**config.mk**
```make
export PLATFORM = sky130hd
export DESIGN_NAME = parity_bit_frame_packer
export DESIGN_NICKNAME = d
export VERILOG_FILES = /design/src/rtl/core/pbfp_pkg.sv /design/src/rtl/core/parity_bit_frame_packer.sv /design/src/rtl/core/pbfp_front.sv /design/src/rtl/core/pbfp_queue.sv /design/src/rtl/core/pbfp_back.sv
export SDC_FILE = /design/constraint.sdc
export NUM_CORES = 1
export LEC_CHECK = 0
export ABC_AREA = 1
export BUFFER_PORTS_ARGS = -buffer_cell sky130_fd_sc_hd__buf_2
export CAP_MARGIN = 20
export CORE_MARGIN = 1.5
export CORE_UTILIZATION = 45
export CTS_CLUSTER_DIAMETER = 50
export DETAILED_ROUTE_END_ITERATION = 10
export PLACE_DENSITY = 0.67
export SLEW_MARGIN = 20
export SYNTH_ARGS = -nofsm -noshare
export SYNTH_HDL_FRONTEND = slang
export SYNTH_SLANG_ARGS = --single-unit
```
**constraint.sdc**
```tcl
create_clock -name clk -period 4.5 [get_ports clk]
set_clock_uncertainty 0.1 [all_clocks]
set_input_delay 0 -clock clk [delete_from_list [all_inputs] [get_ports clk]]
set_output_delay 0 -clock clk [all_outputs]
set_load 0.05 [all_outputs]
```
**src/rtl/core/pbfp_pkg.sv**
```systemverilog
// ----------------------------------------------------------------------------
// pbfp_pkg
// Shared constants and types for the parity bit frame packer.
// ----------------------------------------------------------------------------
package pbfp_pkg;

  // frame size limit and derived bit count widths
  localparam int MAX_FRAME_BYTES = 256;
  localparam int BIT_LIMIT       = MAX_FRAME_BYTES * 8;
  localparam int TOTAL_W         = $clog2(BIT_LIMIT + 1);
  localparam int SUM_W           = TOTAL_W + 1;
  localparam int FB_W            = 12;
  localparam int WIDE_W          = (SUM_W > FB_W) ? SUM_W : FB_W;

  // air format
  localparam int DATA_W     = 8;
  localparam int LB_W       = 4;
  localparam int PEND_CNT_W = 3;
  localparam int ACC_W      = 16;

  // queue between front and back
  localparam int QDEPTH = 2;
  localparam int QPTR_W = (QDEPTH > 1) ? $clog2(QDEPTH) : 1;
  localparam int QCNT_W = $clog2(QDEPTH + 1);

  // one queue entry: one or two output words produced by one input word
  typedef struct packed {
    logic [DATA_W-1:0] byte0;
    logic [DATA_W-1:0] byte1;
    logic              two;
    logic              last;
    logic [FB_W-1:0]   bits;
  } pbfp_entry_t;

endpackage

```
**src/rtl/core/parity_bit_frame_packer.sv**
```systemverilog
// The first frame byte of an input word is registered in the queue and then
// in the output register. Input takes one word per cycle while the queue has
// room; the single output register moves one frame byte a cycle while the
// output is taken, so a word with two frame bytes holds it for both bytes.
// The two entry queue between front and back sets how far input runs ahead.
// Reset clears the pending bits, the bit total and all valid flags.
// ----------------------------------------------------------------------------
// parity_bit_frame_packer
// Packs data bytes and their parity bits into LSB first frame bytes.
// ----------------------------------------------------------------------------
module parity_bit_frame_packer import pbfp_pkg::*; (
  input  logic              clk,
  input  logic              rst,
  input  logic              in_valid,
  output logic              in_ready,
  input  logic [DATA_W-1:0] data_byte,
  input  logic              parity_bit,
  input  logic              last_byte,
  input  logic [LB_W-1:0]   last_bits,
  output logic              out_valid,
  input  logic              out_ready,
  output logic [DATA_W-1:0] frame_byte,
  output logic              frame_end,
  output logic [FB_W-1:0]   frame_bits
);

  logic        push;
  logic        push_ready;
  pbfp_entry_t push_entry;
  logic        pop_valid;
  logic        pop;
  pbfp_entry_t pop_entry;

  // front: parity insertion and byte split
  pbfp_front u_front (
    .clk        (clk),
    .rst        (rst),
    .in_valid   (in_valid),
    .in_ready   (in_ready),
    .data_byte  (data_byte),
    .parity_bit (parity_bit),
    .last_byte  (last_byte),
    .last_bits  (last_bits),
    .push       (push),
    .push_ready (push_ready),
    .push_entry (push_entry)
  );

  // queue
  pbfp_queue u_queue (
    .clk        (clk),
    .rst        (rst),
    .push       (push),
    .push_ready (push_ready),
    .push_entry (push_entry),
    .pop_valid  (pop_valid),
    .pop        (pop),
    .pop_entry  (pop_entry)
  );

  // back: output sequencing
  pbfp_back u_back (
    .clk        (clk),
    .rst        (rst),
    .pop_valid  (pop_valid),
    .pop        (pop),
    .pop_entry  (pop_entry),
    .out_valid  (out_valid),
    .out_ready  (out_ready),
    .frame_byte (frame_byte),
    .frame_end  (frame_end),
    .frame_bits (frame_bits)
  );

endmodule

```
**src/rtl/core/pbfp_front.sv**
```systemverilog
// ----------------------------------------------------------------------------
// pbfp_front
// Accepts input words, inserts parity bits and splits the air bit stream
// into one or two frame bytes per word, which it pushes into the queue.
// ----------------------------------------------------------------------------
module pbfp_front import pbfp_pkg::*; (
  input  logic              clk,
  input  logic              rst,
  input  logic              in_valid,
  output logic              in_ready,
  input  logic [DATA_W-1:0] data_byte,
  input  logic              parity_bit,
  input  logic              last_byte,
  input  logic [LB_W-1:0]   last_bits,
  output logic              push,
  input  logic              push_ready,
  output pbfp_entry_t       push_entry
);

  logic [DATA_W-1:0]     pending_bits;
  logic [PEND_CNT_W-1:0] pending_count;
  logic                  at_frame_start;
  logic [TOTAL_W-1:0]    data_bit_total;

  logic [LB_W-1:0]   lb;
  logic [ACC_W-1:0]  acc;
  logic [SUM_W-1:0]  add8;
  logic [SUM_W-1:0]  add_lb;
  logic [TOTAL_W-1:0] total_sat;
  logic [TOTAL_W-1:0] total_last;
  logic [WIDE_W-1:0] fbits_wide;
  logic [4:0]        valid_cnt;

  assign in_ready = push_ready;
  assign push     = in_valid & push_ready;

  // out of range bit counts mean a full byte
  assign lb = (last_bits == '0 || last_bits > LB_W'(8)) ? LB_W'(8) : last_bits;

  // pending bits, then data, then parity
  assign acc = {{(ACC_W-DATA_W){1'b0}}, pending_bits}
             | ({{(ACC_W-DATA_W){1'b0}}, data_byte} << pending_count)
             | ({{(ACC_W-1){1'b0}}, parity_bit} << ({1'b0, pending_count} + 4'd8));

  // saturating data bit totals
  assign add8      = {1'b0, data_bit_total} + SUM_W'(8);
  assign total_sat = (add8 > SUM_W'(BIT_LIMIT)) ? TOTAL_W'(BIT_LIMIT) : add8[TOTAL_W-1:0];
  assign add_lb    = {1'b0, data_bit_total} + SUM_W'(lb);
  assign total_last = (add_lb > SUM_W'(BIT_LIMIT)) ? TOTAL_W'(BIT_LIMIT)
                                                   : add_lb[TOTAL_W-1:0];
  assign fbits_wide = WIDE_W'(total_last) + WIDE_W'(total_last >> 3);

  // bits that land in the final bytes
  assign valid_cnt = 5'(pending_count) + 5'(lb) + ((lb == LB_W'(8)) ? 5'd1 : 5'd0);

  // build the queue entry
  always_comb begin
    push_entry = '0;
    if (last_byte && at_frame_start) begin
      push_entry.byte0 = data_byte;
      push_entry.last  = 1'b1;
      push_entry.bits  = FB_W'(lb);
    end else if (!last_byte) begin
      push_entry.byte0 = acc[7:0];
      push_entry.byte1 = acc[15:8];
      push_entry.two   = (pending_count == 3'd7);
    end else begin
      push_entry.byte0 = acc[7:0];
      push_entry.byte1 = acc[15:8];
      push_entry.two   = (valid_cnt > 5'd8);
      push_entry.last  = 1'b1;
      push_entry.bits  = fbits_wide[FB_W-1:0];
    end
  end

  // frame state
  always_ff @(posedge clk) begin
    if (rst) begin
      pending_bits   <= '0;
      pending_count  <= '0;
      at_frame_start <= 1'b1;
      data_bit_total <= '0;
    end else if (push) begin
      if (last_byte) begin
        pending_bits   <= '0;
        pending_count  <= '0;
        at_frame_start <= 1'b1;
        data_bit_total <= '0;
      end else begin
        at_frame_start <= 1'b0;
        data_bit_total <= total_sat;
        if (pending_count == 3'd7) begin
          pending_bits  <= '0;
          pending_count <= '0;
        end else begin
          pending_bits  <= acc[15:8];
          pending_count <= pending_count + 3'd1;
        end
      end
    end
  end

endmodule

```
**src/rtl/core/pbfp_queue.sv**
```systemverilog
// ----------------------------------------------------------------------------
// pbfp_queue
// Short queue of packed entries between the front and the back.
// ----------------------------------------------------------------------------
module pbfp_queue import pbfp_pkg::*; (
  input  logic        clk,
  input  logic        rst,
  input  logic        push,
  output logic        push_ready,
  input  pbfp_entry_t push_entry,
  output logic        pop_valid,
  input  logic        pop,
  output pbfp_entry_t pop_entry
);

  pbfp_entry_t         entries [QDEPTH];
  logic [QPTR_W-1:0]   wr_ptr;
  logic [QPTR_W-1:0]   rd_ptr;
  logic [QCNT_W-1:0]   count;

  assign push_ready = (count != QCNT_W'(QDEPTH));
  assign pop_valid  = (count != '0);
  assign pop_entry  = entries[rd_ptr];

  // storage
  always_ff @(posedge clk) begin
    if (push) begin
      entries[wr_ptr] <= push_entry;
    end
  end

  // pointers and fill count
  always_ff @(posedge clk) begin
    if (rst) begin
      wr_ptr <= '0;
      rd_ptr <= '0;
      count  <= '0;
    end else begin
      if (push) begin
        wr_ptr <= (wr_ptr == QPTR_W'(QDEPTH - 1)) ? '0 : wr_ptr + QPTR_W'(1);
      end
      if (pop) begin
        rd_ptr <= (rd_ptr == QPTR_W'(QDEPTH - 1)) ? '0 : rd_ptr + QPTR_W'(1);
      end
      if (push && !pop) begin
        count <= count + QCNT_W'(1);
      end else if (pop && !push) begin
        count <= count - QCNT_W'(1);
      end
    end
  end

endmodule

```
**src/rtl/core/pbfp_back.sv**
```systemverilog
// ----------------------------------------------------------------------------
// pbfp_back
// Drains queue entries into the output register, one frame byte a cycle while
// out_ready allows, holding a two byte entry's second byte until the first goes.
// ----------------------------------------------------------------------------
module pbfp_back import pbfp_pkg::*; (
  input  logic              clk,
  input  logic              rst,
  input  logic              pop_valid,
  output logic              pop,
  input  pbfp_entry_t       pop_entry,
  output logic              out_valid,
  input  logic              out_ready,
  output logic [DATA_W-1:0] frame_byte,
  output logic              frame_end,
  output logic [FB_W-1:0]   frame_bits
);

  logic              load;
  logic              hold;
  logic [DATA_W-1:0] hold_byte;
  logic              hold_end;
  logic [FB_W-1:0]   hold_bits;

  assign load = !out_valid || out_ready;
  assign pop  = load && !hold && pop_valid;

  // control
  always_ff @(posedge clk) begin
    if (rst) begin
      out_valid <= 1'b0;
      hold      <= 1'b0;
    end else if (load) begin
      if (hold) begin
        out_valid <= 1'b1;
        hold      <= 1'b0;
      end else begin
        out_valid <= pop_valid;
        hold      <= pop_valid && pop_entry.two;
      end
    end
  end

  // output word and held second byte
  always_ff @(posedge clk) begin
    if (load) begin
      if (hold) begin
        frame_byte <= hold_byte;
        frame_end  <= hold_end;
        frame_bits <= hold_bits;
      end else if (pop_valid) begin
        frame_byte <= pop_entry.byte0;
        hold_byte  <= pop_entry.byte1;
        hold_end   <= pop_entry.last;
        hold_bits  <= pop_entry.bits;
        if (pop_entry.two) begin
          frame_end  <= 1'b0;
          frame_bits <= '0;
        end else begin
          frame_end  <= pop_entry.last;
          frame_bits <= pop_entry.bits;
        end
      end
    end
  end

endmodule

```
==> key figures, run 1 <==
Yosys
  • Sequential fraction of the synthesis area: 54.93%
  • Post-Synthesis Cells: 755
  • Syn Area/Cell: 8.737 um^2
  • Post-synth top area share: 46.43%
  • Synth cell types: 46
  • Syn_nets: 787
  • Post-synth design cell area: about 0.0066 mm^2
  • Synth Warn #: 0
  • Seq cells post-synth: 130
  • Largest cells by area after synthesis: edfxtp_1, nand2_1, dfxtp_1, nor2_1, inv_1
  • Top cell type by total area after synthesis: edfxtp_1

Setup path
  • Worst path required time: 4650 ps
  • Crit-path most repeated cell: nor2_1
  • Crit path buf inv count: 8
  • Top delay family on crit path: simple AND/OR/NAND/NOR gates
  • Critical path fanouts, max: 19
  • Critical Path Sink Type: register
  • Crit Path Category: primary input to register
  • Worst path slowest cell: dlygate4sd3_1
  • Worst EP arrival: 3710 ps
  • Crit-path max cell delay: 520 ps
  • CP Launch Type: primary input

Route
  • Drt wl/cell: 13.10 um
  • Detailed-route wire length: 13.15 mm
  • Antenna Violating Nets Remaining: 0
  • First-pass DRT Iterations: 5
  • First DRT Iteration DRCs: 337
  • Vias: 4935
  • Via-per-instance ratio: 4.915
  • Drt drc: 0

Job
  • Total of max-cap violations: 0

Pwr
  • Total chip power: about 0.0045 W
  • Sw power: 0.001556 W
  • Seq pwr share: 41.2%
  • Net Sw Frac: 34.64%
  • Pleak: 3.294 nW
  • Int Power: 0.002937 W
  • Peak VDD IR: 297.3 uV
  • Logic pwr share: roughly 28%
  • PD cells: 581.9 mW/mm^2
  • Clock group share of total power: 31.3%

Timing
  • Final min period: 3557 ps
  • Fin. max-slew vios: 0
  • Final setup vio count: 0
  • Final Hold Vio Count: 0
  • Fin Setup TNS: 0 ps
  • Peak Freq: 281.1 MHz
  • Slew HR: a little under two fifths
  • RSZ-0062 raised after global routing: no
  • Final Cycle Share: about 79%
  • Post-layout worst setup margin: 943.0 ps
  • Worst slew pin tran: 936.2 ps

Placement
  • HPWL Detailed: ~9 mm
  • GPL Wtd Cong: 0.8944
  • # port buffers: 40
  • Place WS: 1079 ps

Finish
  • Area grow syn2layout: 17.07%
  • ANT cells: 0
  • Most frequent cells in the layout: nand2_1, edfxtp_1, nor2_1, inv_1, nand3_1
  • Layout cells sized above 1: 13.29%
  • Fin nets: between 800 and 900
  • Fill cells: between 1000 and 1500
  • Fin util: a little over half
  • Commonest non-fill, non-tap cell in the layout: nand2_1

Clocking
  • CTS tree: built
  • Worst-path clk slew: 50 ps
  • Post CTS Setup Buffer Count: 0
  • CTS Root Cell: clkbuf_16
  • Total CTS buffers: 17
  • H-tree level count: 4
  • Sink Count: 130
  • Skew-Pair Late Insertion Delay: 410 ps
  • Max Buffers Root-to-Sink: 2

Global routing
  • Initial antenna violation count: 0
  • Global route overflow: 0
  • Number of global-route vias before repair: 4757
  • GRT Util Overall: roughly a fifth
  • First-pass GRT wire length: around 22 mm
  • Largest net degree at the start of global routing: 30

Die
  • Die W: 124.1 um
  • # IOs: 41
  • Cell row count: 44
  • Die height: ~120 um
  • Die area: between 0.015 and 0.02 mm^2
  • Initial Utilization: 45.73%
  • Core region area: 0.01442 mm^2

Worst hold path
  • Hold Crit Class: primary input to register

Status
  • Outcome: finished clean
## tightest hold or removal path: stages
cell and delay [ps]:
buf_2 110, nand2_1 50, nand2_1 40, inv_1 90
nor2_1 60, nand3_1 80, a21oi_1 50
## worst paths after layout
check,startpoint,endpoint,slack (ps),cells after the start
worst max-delay path,last_bits[2],u_queue.entries[1][11],940,26
worst min-delay path,parity_bit,u_front.pending_bits[6],20,7
worst min register to register,u_front.pending_bits[5],u_front.pending_bits[5],370,2
worst max register to register,u_front.data_bit_total[3],u_queue.entries[1][11],1230,22
## metal layers
| metal | vias to the layer above | wire (um) | GRT usage [%] |
|---|---|---|---|
| met2 | 76 | 6092 | 29.95 |
| li1 | 2608 | - | - |
| met5 | - | 0 | 0 |
| met4 | 0 | 175 | 6.818 |
| met3 | 14 | 468 | 3.846 |
| met1 | 2237 | 6412 | 25.22 |
## power by group through the flow
| stage | Clock (W) | Combinational [W] | Sequential [W] |
|---|---|---|---|
| CTS | 0.00142 | 0.00125 | 0.00186 |
| global route | 0.00147 | 0.00138 | 0.00189 |
| floorplan | 0 | 0.000594 | 0.00220 |
| global placement | 0 | 0.00122 | 0.00187 |
| detailed placement | 0 | 0.00124 | 0.00188 |
| finish | 0.00140 | 0.00124 | 0.00185 |
## cells by family after synthesis
| group | Yosys count | synth area share [%] |
|---|---|---|
| xor+xnor | 14 | 1.859 |
| simple gates | 383 | 24.70 |
| other cells | 1 | 0.05685 |
| buf+inv | 107 | 6.278 |
| mux | 1 | 0.1518 |
| flops | 130 | 54.93 |
| fa+ha+maj | 14 | 2.883 |
| compound gates | 105 | 9.143 |
## state kept, by name, summed over array words and instances, names as in the netlist, named ones only
signal,cells
u_back.hold,1
u_queue.entries,60
u_front.pending_count,3
u_front.data_bit_total,9
u_front.pending_bits,8
u_back.frame_byte,8
u_back.out_valid,1
u_back.hold_byte,8
u_back.hold_end,1
u_front.at_frame_start,1
u_back.frame_bits,12
u_back.hold_bits,12
u_back.frame_end,1
u_queue.count,2
u_queue.wr_ptr,1
u_queue.rd_ptr,1
## metrics by stage
step	area, um^2	hold slack, ps	cells
floorplan	6596	47.74	755
global placement	6975	205.0	959
detailed placement	6975	201.9	959
CTS	7719	14.89	1004
global route	7722	82.97	1004
finish	7722	24.72	1004
## synthesized netlist by cell type (all sizes together)
master / number
o21ai: 36
o21a: 1
o31ai: 1
mux2i: 1
dfxtp: 28
and2: 1
ha: 12
buf: 4
nand3: 54
nand2: 229
o21bai: 2
a21o: 1
o211ai: 1
fa: 2
inv: 78
a2bb2oi: 6
xor2: 11
or2: 2
nor4: 4
nor3: 4
nand4: 3
xnor2: 3
nor2: 82
conb: 1
o41ai: 1
a21oi: 49
edfxtp: 102
a31oi: 4
o22ai: 1
clkinv: 3
nand3b: 2
a311oi: 2
clkbuf: 22
and3: 2
## final cells by class
cell class	instances	area, um^2	area share, %
multi-input cells	518	2576	33.36
clock inverters	12	156.4	2.025
flip-flops and latches	130	3623	46.92
clock buffers	20	456.7	5.914
repair buffers	59	375.4	4.861
well taps	184	230.2	2.981
inverters	81	304.0	3.937
## what timing repair did
action	CTS	global route
hold buffers	13	0
hold endpoints to repair	43	0
gates resized for setup	0	0
(Power assumes the default switching activity.)
==> run 2, diff against run 1 <==
- clock period: 4.5 -> 3.4 ns (I/O delays scaled with it)
==> run 2 against run 1 <==
  * Combinational power increased by 39%
  * Sequential power is 30% higher
  * Clock-buffer cell count is 2 lower
  * Sequential share of layout area decreased by 0.28 points
  * Largest cell class unchanged
  * Hold slack better by 58 ps
  * Sequential cell count unchanged
  * Routed wire length is 1.5% higher
  * Clock power up 23%
  * Critical path depth decreased by 8
  * Utilization grew 0.37 points
  * Cell count up 1.0%
==> key figures, run 2 (same netlist as run 1, synthesis figures left out) <==
Status
  • Outcome: finished clean

Pwr
  • Seq pwr share: roughly two fifths
  • Pleak: 3.320 nW
  • Logic pwr share: 29.4%
  • Net Sw Frac: 35.24%
  • PD cells: 750.8 mW/mm^2
  • Clock group share of total power: a little under 30%
  • Peak VDD IR: 356.0 uV
  • Sw power: 0.002057 W
  • Int Power: 0.003781 W

Placement
  • Placed Area: 0.007020 mm^2
  • HPWL Detailed: between 9 and 10 mm
  • Inst Count DP: 965
  • GPL Wtd Cong: between 0.8 and 0.9
  • # port buffers: 40
  • Place WS: 98.01 ps

Finish
  • Largest register FFs: 60
  • Fin util: 53.91%
  • Top Registers: u_queue.entries: 60 flops, u_back.frame_bits: 12 flops, u_back.hold_bits: 12 flops
  • Area grow syn2layout: 17.89%
  • Fin nets: 849
  • Largest Register: u_queue.entries
  • Layout cells sized above 1: between 10% and 20%
  • Layout Cells excl Fill: 1014
  • Commonest non-fill, non-tap cell in the layout: nand2_1
  • Most frequent cells in the layout: nand2_1, edfxtp_1, nor2_1, inv_1, nand3_1
  • ANT cells: 0
  • Design Area, Final: between 0.007 and 0.008 mm^2

Setup path
  • Critical Path Sink Type: register
  • Crit Path Category: register to register
  • Worst EP arrival: ~3200 ps
  • Worst path required time: 3460 ps
  • Critical path fanouts, max: 7
  • CP Launch Type: register
  • Start of the worst register-to-register path: u_front.data_bit_total[6]
  • Crit. Startpoint: u_front.data_bit_total[6]

Clocking
  • Skew-Pair Late Insertion Delay: approximately 420 ps
  • Worst-path clk slew: 50 ps
  • Total CTS buffers: 17
  • Sink Count: 130
  • CTS tree: built
  • Max Buffers Root-to-Sink: 2
  • H-tree level count: 4
  • CTS Root Cell: clkbuf_16

Global routing
  • First-pass GRT wire length: around 23 mm
  • Number of global-route vias before repair: 4783
  • Initial antenna violation count: 0
  • Global route overflow: 0
  • Largest net degree at the start of global routing: 31
  • GRT Util Overall: around a fifth

Timing
  • Final Cycle Share: between 90% and 100%
  • Slew HR: 38.99%
  • Worst slew pin tran: 914.2 ps
  • Post-layout worst setup margin: roughly 280 ps
  • Final setup vio count: 0
  • Fin. max-slew vios: 0
  • Hold WS: 82.77 ps
  • Final min period: between 3000 and 4000 ps
  • Peak Freq: 320.5 MHz
  • Final Hold Vio Count: 0

Worst hold path
  • Hold path start: last_bits[3]
  • Hold Crit Class: primary input to register

Route
  • Drt drc: 0
  • Detailed-route wire length: 13.35 mm
  • Antenna Violating Nets Remaining: 0
  • First-pass DRT Iterations: 5
  • Vias: roughly 5000
  • Via-per-instance ratio: 4.950
  • First DRT Iteration DRCs: 374
  • Drt wl/cell: 13.17 um

Die
  • # IOs: between 40 and 50
  • Cell row count: between 40 and 50
  • Core region area: roughly 0.014 mm^2
  • Die area: 0.01539 mm^2
  • Initial Utilization: a little under half
  • Die W: 124.1 um
  • Die height: 124.1 um

Job
  • Total of max-cap violations: 0
==> run 2: changes by cell type in the layout (fill, tap and decap cells not counted), moves of 2 or more <==
cell      change
buf_4         +8
nor2_1        -2
dfxtp_1       -3
clkinv_2      +2
clkbuf_8      -2
nor2_2        +2
dfxtp_2       +3
==> run 2: what timing repair did <==
| item | 4_1_cts | 5_1_grt |
|---|---|---|
| endpoints found under the hold margin | 43 | 0 |
| setup buffers | 0 | 2 |
| resized for setup | 0 | 8 |
| hold buffers | 14 | 0 |
| endpoints found under the setup margin | 0 | 16 |
==> run 2: layer usage <==
layer  global-route usage [%]  up-vias  share of wire, %  wire (um)
met5                        0        -                 0          0
met4                    6.605        0               1.2        160
met3                    4.533       13               3.8        508
met2                    31.18       98                47       6281
met1                    25.02     2277                48       6400
li1                         -     2631                 -          -
==> run 2: worst paths after layout <==
path / end / slack, ps / cells past startpoint
worst max-delay path: u_queue.entries[1][11] / 280 / 18
worst min-delay path: u_queue.entries[1][2] / 80 / 4
worst max register to register: u_queue.entries[1][11] / 280 / 18
worst min register to register: u_front.pending_bits[6] / 380 / 2
==> run 2: layout make-up <==
class                           instances  area (um^2)
Inverter                               81        304.0
Tap cell                              184        230.2
Clock buffer                           18        429.2
Sequential cell                       130         3627
Fill cell                            1319         6648
Clock inverter                         14        140.1
Multi-Input combinational cell        519         2600
Timing Repair Buffer                   68        445.4
==> run 2: stage by stage <==
step / TNS (ps) / power (W)
3_5_place_dp: 0 / 0.004142
2_1_floorplan: 0 / 0.003704
4_1_cts: 0 / 0.005893
3_3_place_gp: 0 / 0.004104
5_1_grt: -0.6049 / 0.006184
6_report: 0 / 0.005838
==> run 2: power by group through the flow <==
stage | Clock [W] | Combinational, W | Sequential, W
5_1_grt | 0.00182 | 0.00192 | 0.00245
6_report | 0.00172 | 0.00172 | 0.00240
4_1_cts | 0.00175 | 0.00174 | 0.00240
3_3_place_gp | 0 | 0.00169 | 0.00241
3_5_place_dp | 0 | 0.00171 | 0.00243
2_1_floorplan | 0 | 0.000789 | 0.00292
==> run 2: worst max-delay path, cell delays in order (launching register included) <==
cell and delay, ps:
dfxtp_1 430, inv_2 100, nor3_4 260, nand4_1 170, nor2_2 140, nor2_1 70
nand2_2 160, nand2_8 90, buf_4 160, nand2_1 90, inv_1 50, ha_1 350
nand4_1 120, nand2_1 80, o21bai_4 190, nand3_1 70, nand3_1 60, nor2_1 100
nor2_1 70
